File: config.mk
export PLATFORM = sky130hd
export DESIGN_NAME = blob_track_association_table
export DESIGN_NICKNAME = d
export VERILOG_FILES = /design/src/btat_pkg.sv /design/src/btat_ram.sv /design/src/btat_ctrl.sv /design/src/btat_dp.sv /design/src/blob_track_association_table.sv
export SDC_FILE = /design/constraint.sdc
export NUM_CORES = 2
export LEC_CHECK = 0
export BUFFER_PORTS_ARGS = -buffer_cell sky130_fd_sc_hd__buf_4
export CAP_MARGIN = 10
export CORE_MARGIN = 1
export CORE_UTILIZATION = 35
export CTS_BUF_LIST = sky130_fd_sc_hd__clkbuf_8
export DETAILED_ROUTE_END_ITERATION = 10
export SYNTH_ARGS = -nofsm -noshare
export SYNTH_HDL_FRONTEND = slang
export SYNTH_SLANG_ARGS = --single-unit
export TNS_END_PERCENT = 100
File: constraint.sdc
create_clock -name clk -period 15.15 [get_ports clk]
set_input_delay 0 -clock clk [delete_from_list [all_inputs] [get_ports clk]]
set_output_delay 0 -clock clk [all_outputs]
set_load 0.01 [all_outputs]
File: src/btat_pkg.sv
`timescale 1ns / 1ps

package btat_pkg;

    localparam int MAX_TRACKS = 64;
    localparam int COORD_BITS = 12;
    localparam int IDX_W      = $clog2(MAX_TRACKS);
    localparam int CNT_W      = $clog2(MAX_TRACKS + 1);
    localparam int CFG_W      = 7;
    localparam int CFG_IDX_W  = 1;
    localparam int OP_W       = 2;
    localparam int SQ_W       = 2 * COORD_BITS;
    localparam int SUM_W      = SQ_W + 1;
    localparam int GATE_W     = 2 * CFG_W;
    localparam int TDATA_IN_W  = ((2 * COORD_BITS + 7) / 8) * 8;
    localparam int TDATA_OUT_W = ((IDX_W + 2 + 2 * CNT_W + 7) / 8) * 8;

    localparam logic [CFG_W-1:0] IDLE_MAX           = 7'd127;
    localparam logic [CFG_W-1:0] MATCH_DIST_RESET   = 7'd25;
    localparam logic [CFG_W-1:0] IDLE_LIMIT_RESET   = 7'd10;

    localparam logic [OP_W-1:0] OP_DETECT = 2'd0;
    localparam logic [OP_W-1:0] OP_TICK   = 2'd1;
    localparam logic [OP_W-1:0] OP_CLEAR  = 2'd2;
    localparam logic [OP_W-1:0] OP_NOP    = 2'd3;

    localparam logic [CFG_IDX_W-1:0] CFG_MATCH_DISTANCE = 1'b0;
    localparam logic [CFG_IDX_W-1:0] CFG_IDLE_LIMIT     = 1'b1;

    typedef logic [COORD_BITS-1:0] coord_t;

    typedef struct packed {
        logic             ended;
        logic [CFG_W-1:0] idle;
        coord_t           y;
        coord_t           x;
    } entry_t;

    localparam int ENTRY_W = $bits(entry_t);

    typedef struct packed {
        logic load;
        logic rd_en;
        logic commit;
    } cmd_t;

    typedef struct packed {
        logic [OP_W-1:0] op;
        logic            count_zero;
        logic            issue_done;
        logic            hit;
        logic            scan_last;
        logic            tick_last;
    } status_t;

endpackage

File: src/btat_ram.sv
`timescale 1ns / 1ps

module btat_ram #(
    parameter int WIDTH = 32,
    parameter int DEPTH = 64
) (
    input  logic                     clk,
    input  logic                     we,
    input  logic [$clog2(DEPTH)-1:0] waddr,
    input  logic [WIDTH-1:0]         wdata,
    input  logic [$clog2(DEPTH)-1:0] raddr,
    output logic [WIDTH-1:0]         rdata
);

    logic [WIDTH-1:0] mem [DEPTH];
    logic [WIDTH-1:0] rdata_reg;

    always_ff @(posedge clk)
    begin
        if (we)
        begin
            mem[waddr] <= wdata;
        end
        rdata_reg <= mem[raddr];
    end

    assign rdata = rdata_reg;

endmodule

File: src/btat_ctrl.sv
`timescale 1ns / 1ps

module btat_ctrl (
    input  logic              clk,
    input  logic              rst_n,
    input  logic              s_tvalid,
    output logic              s_tready,
    output logic              m_tvalid,
    input  logic              m_tready,
    input  btat_pkg::status_t st,
    output btat_pkg::cmd_t    cmd
);

    import btat_pkg::*;

    localparam logic [2:0] S_IDLE   = 3'd0;
    localparam logic [2:0] S_DECODE = 3'd1;
    localparam logic [2:0] S_SCAN   = 3'd2;
    localparam logic [2:0] S_TICK   = 3'd3;
    localparam logic [2:0] S_COMMIT = 3'd4;

    logic [2:0] state_reg, state_next;
    logic       out_valid_reg, out_valid_next;
    logic       out_free;

    assign s_tready = (state_reg == S_IDLE);
    assign m_tvalid = out_valid_reg;
    assign out_free = !out_valid_reg || m_tready;

    always_comb
    begin
        state_next = state_reg;
        cmd        = '0;
        cmd.load   = s_tvalid && (state_reg == S_IDLE);
        unique case (state_reg)
            S_IDLE:
            begin
                if (s_tvalid)
                begin
                    state_next = S_DECODE;
                end
            end
            S_DECODE:
            begin
                case (st.op)
                    OP_DETECT: state_next = st.count_zero ? S_COMMIT : S_SCAN;
                    OP_TICK:   state_next = st.count_zero ? S_COMMIT : S_TICK;
                    default:   state_next = S_COMMIT;
                endcase
            end
            S_SCAN:
            begin
                cmd.rd_en = !st.issue_done;
                // first hit out of the pipe is the lowest-indexed match
                if (st.hit || st.scan_last)
                begin
                    state_next = S_COMMIT;
                end
            end
            S_TICK:
            begin
                cmd.rd_en = !st.issue_done;
                if (st.tick_last)
                begin
                    state_next = S_COMMIT;
                end
            end
            S_COMMIT:
            begin
                if (out_free)
                begin
                    cmd.commit = 1'b1;
                    state_next = S_IDLE;
                end
            end
            default:
            begin
                state_next = S_IDLE;
            end
        endcase
    end

    assign out_valid_next = cmd.commit ? 1'b1 : (out_valid_reg && !m_tready);

    always_ff @(posedge clk or negedge rst_n)
    begin
        if (!rst_n)
        begin
            state_reg     <= S_IDLE;
            out_valid_reg <= 1'b0;
        end
        else
        begin
            state_reg     <= state_next;
            out_valid_reg <= out_valid_next;
        end
    end

endmodule

File: src/btat_dp.sv
`timescale 1ns / 1ps

module btat_dp (
    input  logic                                  clk,
    input  logic                                  rst_n,
    input  logic [btat_pkg::OP_W-1:0]             op,
    input  logic [btat_pkg::TDATA_IN_W-1:0]       s_tdata,
    input  logic                                  cfg_we,
    input  logic [btat_pkg::CFG_IDX_W-1:0]        cfg_idx,
    input  logic [btat_pkg::CFG_W-1:0]            cfg_wdata,
    input  btat_pkg::cmd_t                        cmd,
    output btat_pkg::status_t                     st,
    output logic [btat_pkg::TDATA_OUT_W-1:0]      m_tdata
);

    import btat_pkg::*;

    // configuration
    logic [CFG_W-1:0]  match_distance_reg;
    logic [CFG_W-1:0]  idle_limit_reg;
    logic [GATE_W-1:0] gate_reg;

    // latched item
    logic [OP_W-1:0] op_reg;
    coord_t          x_reg;
    coord_t          y_reg;

    // table state
    logic [CNT_W-1:0] count_reg, count_next;
    logic [IDX_W-1:0] rd_idx_reg;
    logic             issue_done_reg;
    logic             rd_last;

    // read pipeline
    logic             s1_v_reg;
    logic             s1_last_reg;
    logic [IDX_W-1:0] s1_idx_reg;
    logic             s2_v_reg;
    logic             s2_last_reg;
    logic             s2_ended_reg;
    logic [IDX_W-1:0] s2_idx_reg;
    logic [SQ_W-1:0]  sqx_reg;
    logic [SQ_W-1:0]  sqy_reg;
    logic             found_reg;
    logic [IDX_W-1:0] found_idx_reg;
    logic [CNT_W-1:0] ended_cnt_reg;

    // memory port
    entry_t           rd_entry;
    logic [ENTRY_W-1:0] rdata;
    logic             we;
    logic [IDX_W-1:0] waddr;
    entry_t           wentry;

    // scan datapath
    coord_t           dx, dy;
    logic [SQ_W-1:0]  sqx_next, sqy_next;
    logic [SUM_W-1:0] dist_sum;
    logic             in_gate;
    logic             s2_hit;
    logic             is_tick;

    // tick datapath
    logic [CFG_W-1:0] idle_inc;
    logic             end_now;
    logic             tick_wr;

    // result
    logic [IDX_W-1:0] out_idx_reg, out_idx_next;
    logic             out_created_reg, out_created_next;
    logic             out_dropped_reg, out_dropped_next;
    logic [CNT_W-1:0] out_total_reg;
    logic [CNT_W-1:0] out_ended_reg, out_ended_next;
    logic             commit_wr;
    logic             full;

    assign rd_entry = entry_t'(rdata);
    assign is_tick  = (op_reg == OP_TICK);
    assign full     = (count_reg == CNT_W'(MAX_TRACKS));
    assign rd_last  = ((CNT_W'(rd_idx_reg) + CNT_W'(1)) == count_reg);

    always_ff @(posedge clk or negedge rst_n)
    begin
        if (!rst_n)
        begin
            match_distance_reg <= MATCH_DIST_RESET;
            idle_limit_reg     <= IDLE_LIMIT_RESET;
        end
        else if (cfg_we)
        begin
            unique case (cfg_idx)
                CFG_MATCH_DISTANCE: match_distance_reg <= cfg_wdata;
                CFG_IDLE_LIMIT:     idle_limit_reg     <= cfg_wdata;
            endcase
        end
    end

    always_ff @(posedge clk)
    begin
        gate_reg <= GATE_W'(match_distance_reg) * GATE_W'(match_distance_reg);
    end

    // scan stage 1: distance squares from the entry just read
    always_comb
    begin
        dx       = (x_reg > rd_entry.x) ? (x_reg - rd_entry.x) : (rd_entry.x - x_reg);
        dy       = (y_reg > rd_entry.y) ? (y_reg - rd_entry.y) : (rd_entry.y - y_reg);
        sqx_next = SQ_W'(dx) * SQ_W'(dx);
        sqy_next = SQ_W'(dy) * SQ_W'(dy);
    end

    // scan stage 2: gate compare
    assign dist_sum = SUM_W'(sqx_reg) + SUM_W'(sqy_reg);
    assign in_gate  = (dist_sum < SUM_W'(gate_reg));
    assign s2_hit   = s2_v_reg && in_gate && !s2_ended_reg && !found_reg;

    // tick: age the entry read last cycle and write it straight back
    always_comb
    begin
        idle_inc = (rd_entry.idle < IDLE_MAX) ? (rd_entry.idle + CFG_W'(1)) : rd_entry.idle;
        end_now  = (idle_inc == idle_limit_reg) && !rd_entry.ended;
        tick_wr  = s1_v_reg && is_tick;
    end

    always_comb
    begin
        count_next       = count_reg;
        out_idx_next     = '0;
        out_created_next = 1'b0;
        out_dropped_next = 1'b0;
        out_ended_next   = '0;
        commit_wr        = 1'b0;
        waddr            = s1_idx_reg;
        wentry.ended     = rd_entry.ended || end_now;
        wentry.idle      = idle_inc;
        wentry.y         = rd_entry.y;
        wentry.x         = rd_entry.x;
        if (cmd.commit)
        begin
            case (op_reg)
                OP_DETECT:
                begin
                    wentry.ended = 1'b0;
                    wentry.idle  = '0;
                    wentry.y     = y_reg;
                    wentry.x     = x_reg;
                    if (found_reg)
                    begin
                        commit_wr    = 1'b1;
                        waddr        = found_idx_reg;
                        out_idx_next = found_idx_reg;
                    end
                    else if (!full)
                    begin
                        commit_wr        = 1'b1;
                        waddr            = count_reg[IDX_W-1:0];
                        out_idx_next     = count_reg[IDX_W-1:0];
                        out_created_next = 1'b1;
                        count_next       = count_reg + CNT_W'(1);
                    end
                    else
                    begin
                        out_dropped_next = 1'b1;
                    end
                end
                OP_TICK:
                begin
                    out_ended_next = ended_cnt_reg;
                end
                OP_CLEAR:
                begin
                    count_next = '0;
                end
                default:
                begin
                    count_next = count_reg;
                end
            endcase
        end
    end

    assign we = tick_wr || commit_wr;

    btat_ram #(
        .WIDTH (ENTRY_W),
        .DEPTH (MAX_TRACKS)
    ) u_table (
        .clk   (clk),
        .we    (we),
        .waddr (waddr),
        .wdata (wentry),
        .raddr (rd_idx_reg),
        .rdata (rdata)
    );

    always_ff @(posedge clk or negedge rst_n)
    begin
        if (!rst_n)
        begin
            count_reg      <= '0;
            rd_idx_reg     <= '0;
            issue_done_reg <= 1'b0;
            s1_v_reg       <= 1'b0;
            s2_v_reg       <= 1'b0;
            found_reg      <= 1'b0;
            ended_cnt_reg  <= '0;
        end
        else
        begin
            count_reg <= count_next;
            if (cmd.load)
            begin
                rd_idx_reg     <= '0;
                issue_done_reg <= 1'b0;
                s1_v_reg       <= 1'b0;
                s2_v_reg       <= 1'b0;
                found_reg      <= 1'b0;
                ended_cnt_reg  <= '0;
            end
            else
            begin
                s1_v_reg <= cmd.rd_en;
                s2_v_reg <= s1_v_reg && !is_tick;
                if (cmd.rd_en)
                begin
                    rd_idx_reg <= rd_idx_reg + IDX_W'(1);
                    if (rd_last)
                    begin
                        issue_done_reg <= 1'b1;
                    end
                end
                if (s2_hit)
                begin
                    found_reg <= 1'b1;
                end
                if (tick_wr && end_now)
                begin
                    ended_cnt_reg <= ended_cnt_reg + CNT_W'(1);
                end
            end
        end
    end

    always_ff @(posedge clk)
    begin
        if (cmd.load)
        begin
            op_reg <= op;
            x_reg  <= s_tdata[COORD_BITS-1:0];
            y_reg  <= s_tdata[2*COORD_BITS-1:COORD_BITS];
        end
        s1_idx_reg   <= rd_idx_reg;
        s1_last_reg  <= rd_last;
        s2_idx_reg   <= s1_idx_reg;
        s2_last_reg  <= s1_last_reg;
        s2_ended_reg <= rd_entry.ended;
        sqx_reg      <= sqx_next;
        sqy_reg      <= sqy_next;
        if (s2_hit)
        begin
            found_idx_reg <= s2_idx_reg;
        end
        if (cmd.commit)
        begin
            out_idx_reg     <= out_idx_next;
            out_created_reg <= out_created_next;
            out_dropped_reg <= out_dropped_next;
            out_total_reg   <= count_next;
            out_ended_reg   <= out_ended_next;
        end
    end

    always_comb
    begin
        st.op         = op_reg;
        st.count_zero = (count_reg == '0);
        st.issue_done = issue_done_reg;
        st.hit        = s2_hit;
        st.scan_last  = s2_v_reg && s2_last_reg;
        st.tick_last  = tick_wr && s1_last_reg;
    end

    assign m_tdata = TDATA_OUT_W'({out_ended_reg, out_total_reg, out_dropped_reg,
                                   out_created_reg, out_idx_reg});

endmodule

File: src/blob_track_association_table.sv
`timescale 1ns / 1ps

// Track association table for up to 64 object tracks. Each stream item on the
// input carries an operation in s_tuser: a detection is matched against the
// stored tracks in index order, one track per cycle through the single read
// port of the track memory; a frame tick reads, ages and writes back one
// track per cycle; clear and the unused code read no tracks. One item is
// worked on at a time and every item gives exactly one result on the output
// side; the next item is taken once the block is back in idle, even while a
// result waits. Gate radius and idle limit must be written on the cfg port
// while idle; the user is bound to this, the block itself does not enforce it.

module blob_track_association_table (
    input  logic                                 clk,
    input  logic                                 rst_n,
    // s_tdata: pos_x [11:0], pos_y [23:12]
    input  logic [btat_pkg::TDATA_IN_W-1:0]      s_tdata,
    // s_tuser: op [1:0]
    input  logic [btat_pkg::OP_W-1:0]            s_tuser,
    input  logic                                 s_tvalid,
    output logic                                 s_tready,
    // m_tdata: track_index [5:0], created [6], dropped [7], tracks_total [14:8],
    //          ended_now [21:15], zero fill [23:22]
    output logic [btat_pkg::TDATA_OUT_W-1:0]     m_tdata,
    output logic                                 m_tvalid,
    input  logic                                 m_tready,
    input  logic                                 cfg_we,
    input  logic [btat_pkg::CFG_IDX_W-1:0]       cfg_idx,
    input  logic [btat_pkg::CFG_W-1:0]           cfg_wdata
);

    import btat_pkg::*;

    cmd_t    cmd;
    status_t st;

    btat_ctrl u_ctrl (
        .clk      (clk),
        .rst_n    (rst_n),
        .s_tvalid (s_tvalid),
        .s_tready (s_tready),
        .m_tvalid (m_tvalid),
        .m_tready (m_tready),
        .st       (st),
        .cmd      (cmd)
    );

    btat_dp u_dp (
        .clk       (clk),
        .rst_n     (rst_n),
        .op        (s_tuser),
        .s_tdata   (s_tdata),
        .cfg_we    (cfg_we),
        .cfg_idx   (cfg_idx),
        .cfg_wdata (cfg_wdata),
        .cmd       (cmd),
        .st        (st),
        .m_tdata   (m_tdata)
    );

endmodule
==> impl_metrics.json <==
{
  "setup_viol": 0,
  "vias": 48810,
  "syn_inst": 5002,
  "max-slew-margin-rel_pct": 17.77,
  "cts_max_path_buffers": 4,
  "crit_type": "reg2reg",
  "start_util_pct": 35.26,
  "avgSynthCellArea_um2": 19.32,
  "synth_area_um2": 96640,
  "holdCritPathClass": "in2reg",
  "fmax_mhz": 114.6,
  "io_buffers": 62,
  "cap_violations": 0,
  "largest_register_ffs": 2048,
  "wl_mm": 234.1,
  "synthFlopType": "edfxtp_1",
  "rrSetupSlack_ps": 6420,
  "drt-wirelength-per-cell_um": 24.88,
  "reg2reg_to": "u_dp.sqx_reg[23]",
  "cp_max_fo": 19,
  "holdPathEnd": "u_dp.idle_limit_reg[4]",
  "yosys_warnings": 0,
  "fin_crit_sh_pct": 57.62,
  "ys_ff_latch": 2250,
  "first_pass_iters": 5,
  "dpl.hpwl_mm": 138.5,
  "clockRootBuffer": "clkbuf_8",
  "reg2reg_depth": 24,
  "status": "completed",
  "tns_ps": 0,
  "hp-start": "cfg_we",
  "clk_latency_ps": 1080,
  "critPathArrivalTime_ps": 9660,
  "postCtsSetupRepairBufs": 0,
  "grt_overflow": 0,
  "ios": 65,
  "nets": 5891,
  "place_congestion": 0.7984,
  "layout_commonest_cell": "edfxtp_1",
  "via_per_inst": 5.187,
  "cp-end-kind": "flip-flop",
  "fin_util_pct": 40.18,
  "startpoint_type": "flip-flop",
  "antenna_found_initial": 11,
  "fin_skew_ps": 91.40,
  "cts_max_level": 5,
  "drc": 0,
  "worst_slew_pin_slew_ps": 1234,
  "grt_pass1_wl_mm": 346.0,
  "cts_resized": 0,
  "maxUsedRoutingLayer": "met5",
  "drive_gt1_share_pct": 26.11,
  "wl_met2_mm": 117.6,
  "cts_tree": "done",
  "ys_types": 97,
  "ant_nets": 0,
  "synth_top_area_cell": "edfxtp_1",
  "rsz0062_at_grt": "false",
  "synth_seq_area_share_pct": 68.61,
  "rows": 192,
  "hold_viol": 0,
  "synth-edff-count": 2102,
  "r2r_start": "u_dp.x_reg[0]",
  "die_h_um": 527.5,
  "chipWidth_um": 527.5,
  "netlist_top_cells_area": "edfxtp_1 (65%), mux4_2 (16%), fa_1 (3.6%)",
  "cp.required_ps": 16080,
  "dieArea_um2": 278200,
  "holdPathStages": 4,
  "met1_length_mm": 97.97,
  "layout_common_cells": "edfxtp_1 (2,102), mux4_2 (672), inv_1 (465)",
  "drt_iter0_drc": 4721,
  "ys_async_sr_fraction_pct": 1.867,
  "grt_pass1_vias": 51360,
  "area_growth_pct": 13.97,
  "maxSlewViolCount": 0,
  "coreArea_um2": 274100,
  "groute.usage.overall_pct": 16.90,
  "path_clk_slew_ps": 60,
  "cts.sinks": 2250,
  "dr_wl_met3_mm": 13.72,
  "grt_max_degree": 141,
  "numCtsBuffers": 375,
  "period_needed_ps": 8730,
  "synthDominantCellAreaShare_pct": 65.32
}
[per-layer routing]
metal | up-vias | global-route usage (%)
met5 | - | 0
met4 | 2 | 4.344
met3 | 312 | 2.920
met2 | 1560 | 28.73
met1 | 26180 | 22.38
li1 | 20760 | -
[worst max path at each step]
stage / slack, ps / endpoint / from / cells after the start
after global placement: 6710 / u_dp.sqx_reg[23] / u_dp.x_reg[0] / 24
after detailed placement: 6480 / u_dp.sqx_reg[23] / u_dp.x_reg[0] / 24
after floorplan: 7730 / u_dp.sqx_reg[23] / u_dp.x_reg[0] / 32
final: 6420 / u_dp.sqx_reg[23] / u_dp.x_reg[0] / 24
after global routing: 5880 / u_dp.sqx_reg[23] / u_dp.x_reg[0] / 24
after CTS: 6500 / u_dp.sqx_reg[23] / u_dp.x_reg[0] / 24
[cell families after synthesis]
group	synth area share, %
compound gates	2.384
xor+xnor	1.012
fa+ha+maj	6.518
buf+inv	2.369
flops	68.61
mux	16.14
other cells	0.003881
simple gates	2.966
[cell type report]
class	instances	area (um2)
Tap cell	3686	4612
Sequential cell	2250	66320
Inverter	360	1354
Clock inverter	248	1169
Clock buffer	394	5423
Multi-Input combinational cell	2185	28870
Timing Repair Buffer	281	2370
Fill cell	24440	164000
Antenna cell	6	15.01
[per-stage QoR]
step	setup WS [ps]	instances	cell area [um2]	hold WS [ps]
CTS	6503	9404	110100	1.232
global placement	6715	8680	102700	55.25
global route	5880	9405	110100	84.54
floorplan	7732	5003	96640	-295.6
finish	6421	9410	110100	117.8
detailed placement	6482	8680	102700	59.83
[critical path, cell delays in order (launching register included)]
cell	delay [ps]
edfxtp_1	420
ha_1	630
nand4_1	160
nor4_1	360
a31o_1	720
mux2_4	350
a31oi_1	180
xor2_1	840
nor2_1	260
fa_1	600
fa_1	450
fa_1	520
fa_1	490
inv_1	50
fa_1	470
inv_1	40
ha_1	340
and2_1	200
a31o_2	210
a41oi_1	300
a21oi_1	170
o41ai_2	400
o21ai_0	200
o22ai_1	180
xnor2_1	130
[synthesized netlist by cell type, types with 21 or more instances]
cell	instances
dfxtp_1	106
edfxtp_1	2102
dfrtp_1	37
fa_1	174
nand3_1	36
buf_1	35
o21ai_0	97
nor3_1	41
nand2_1	142
and2_1	22
buf_2	52
a21oi_1	79
inv_1	353
ha_1	225
nor2_1	240
xor2_1	35
clkbuf_1	101
xnor2_1	60
and3_1	21
nor2b_1	24
nand2b_1	26
mux4_2	672
[timing repair]
action | 4_1_cts | 5_1_grt
hold buffers | 82 | 0
setup endpoints to repair | 0 | 0
hold endpoints to repair | 130 | 0
Power is not shown: default switching activity piles up to over one toggle a cycle in this logic, so the estimate is an artifact.
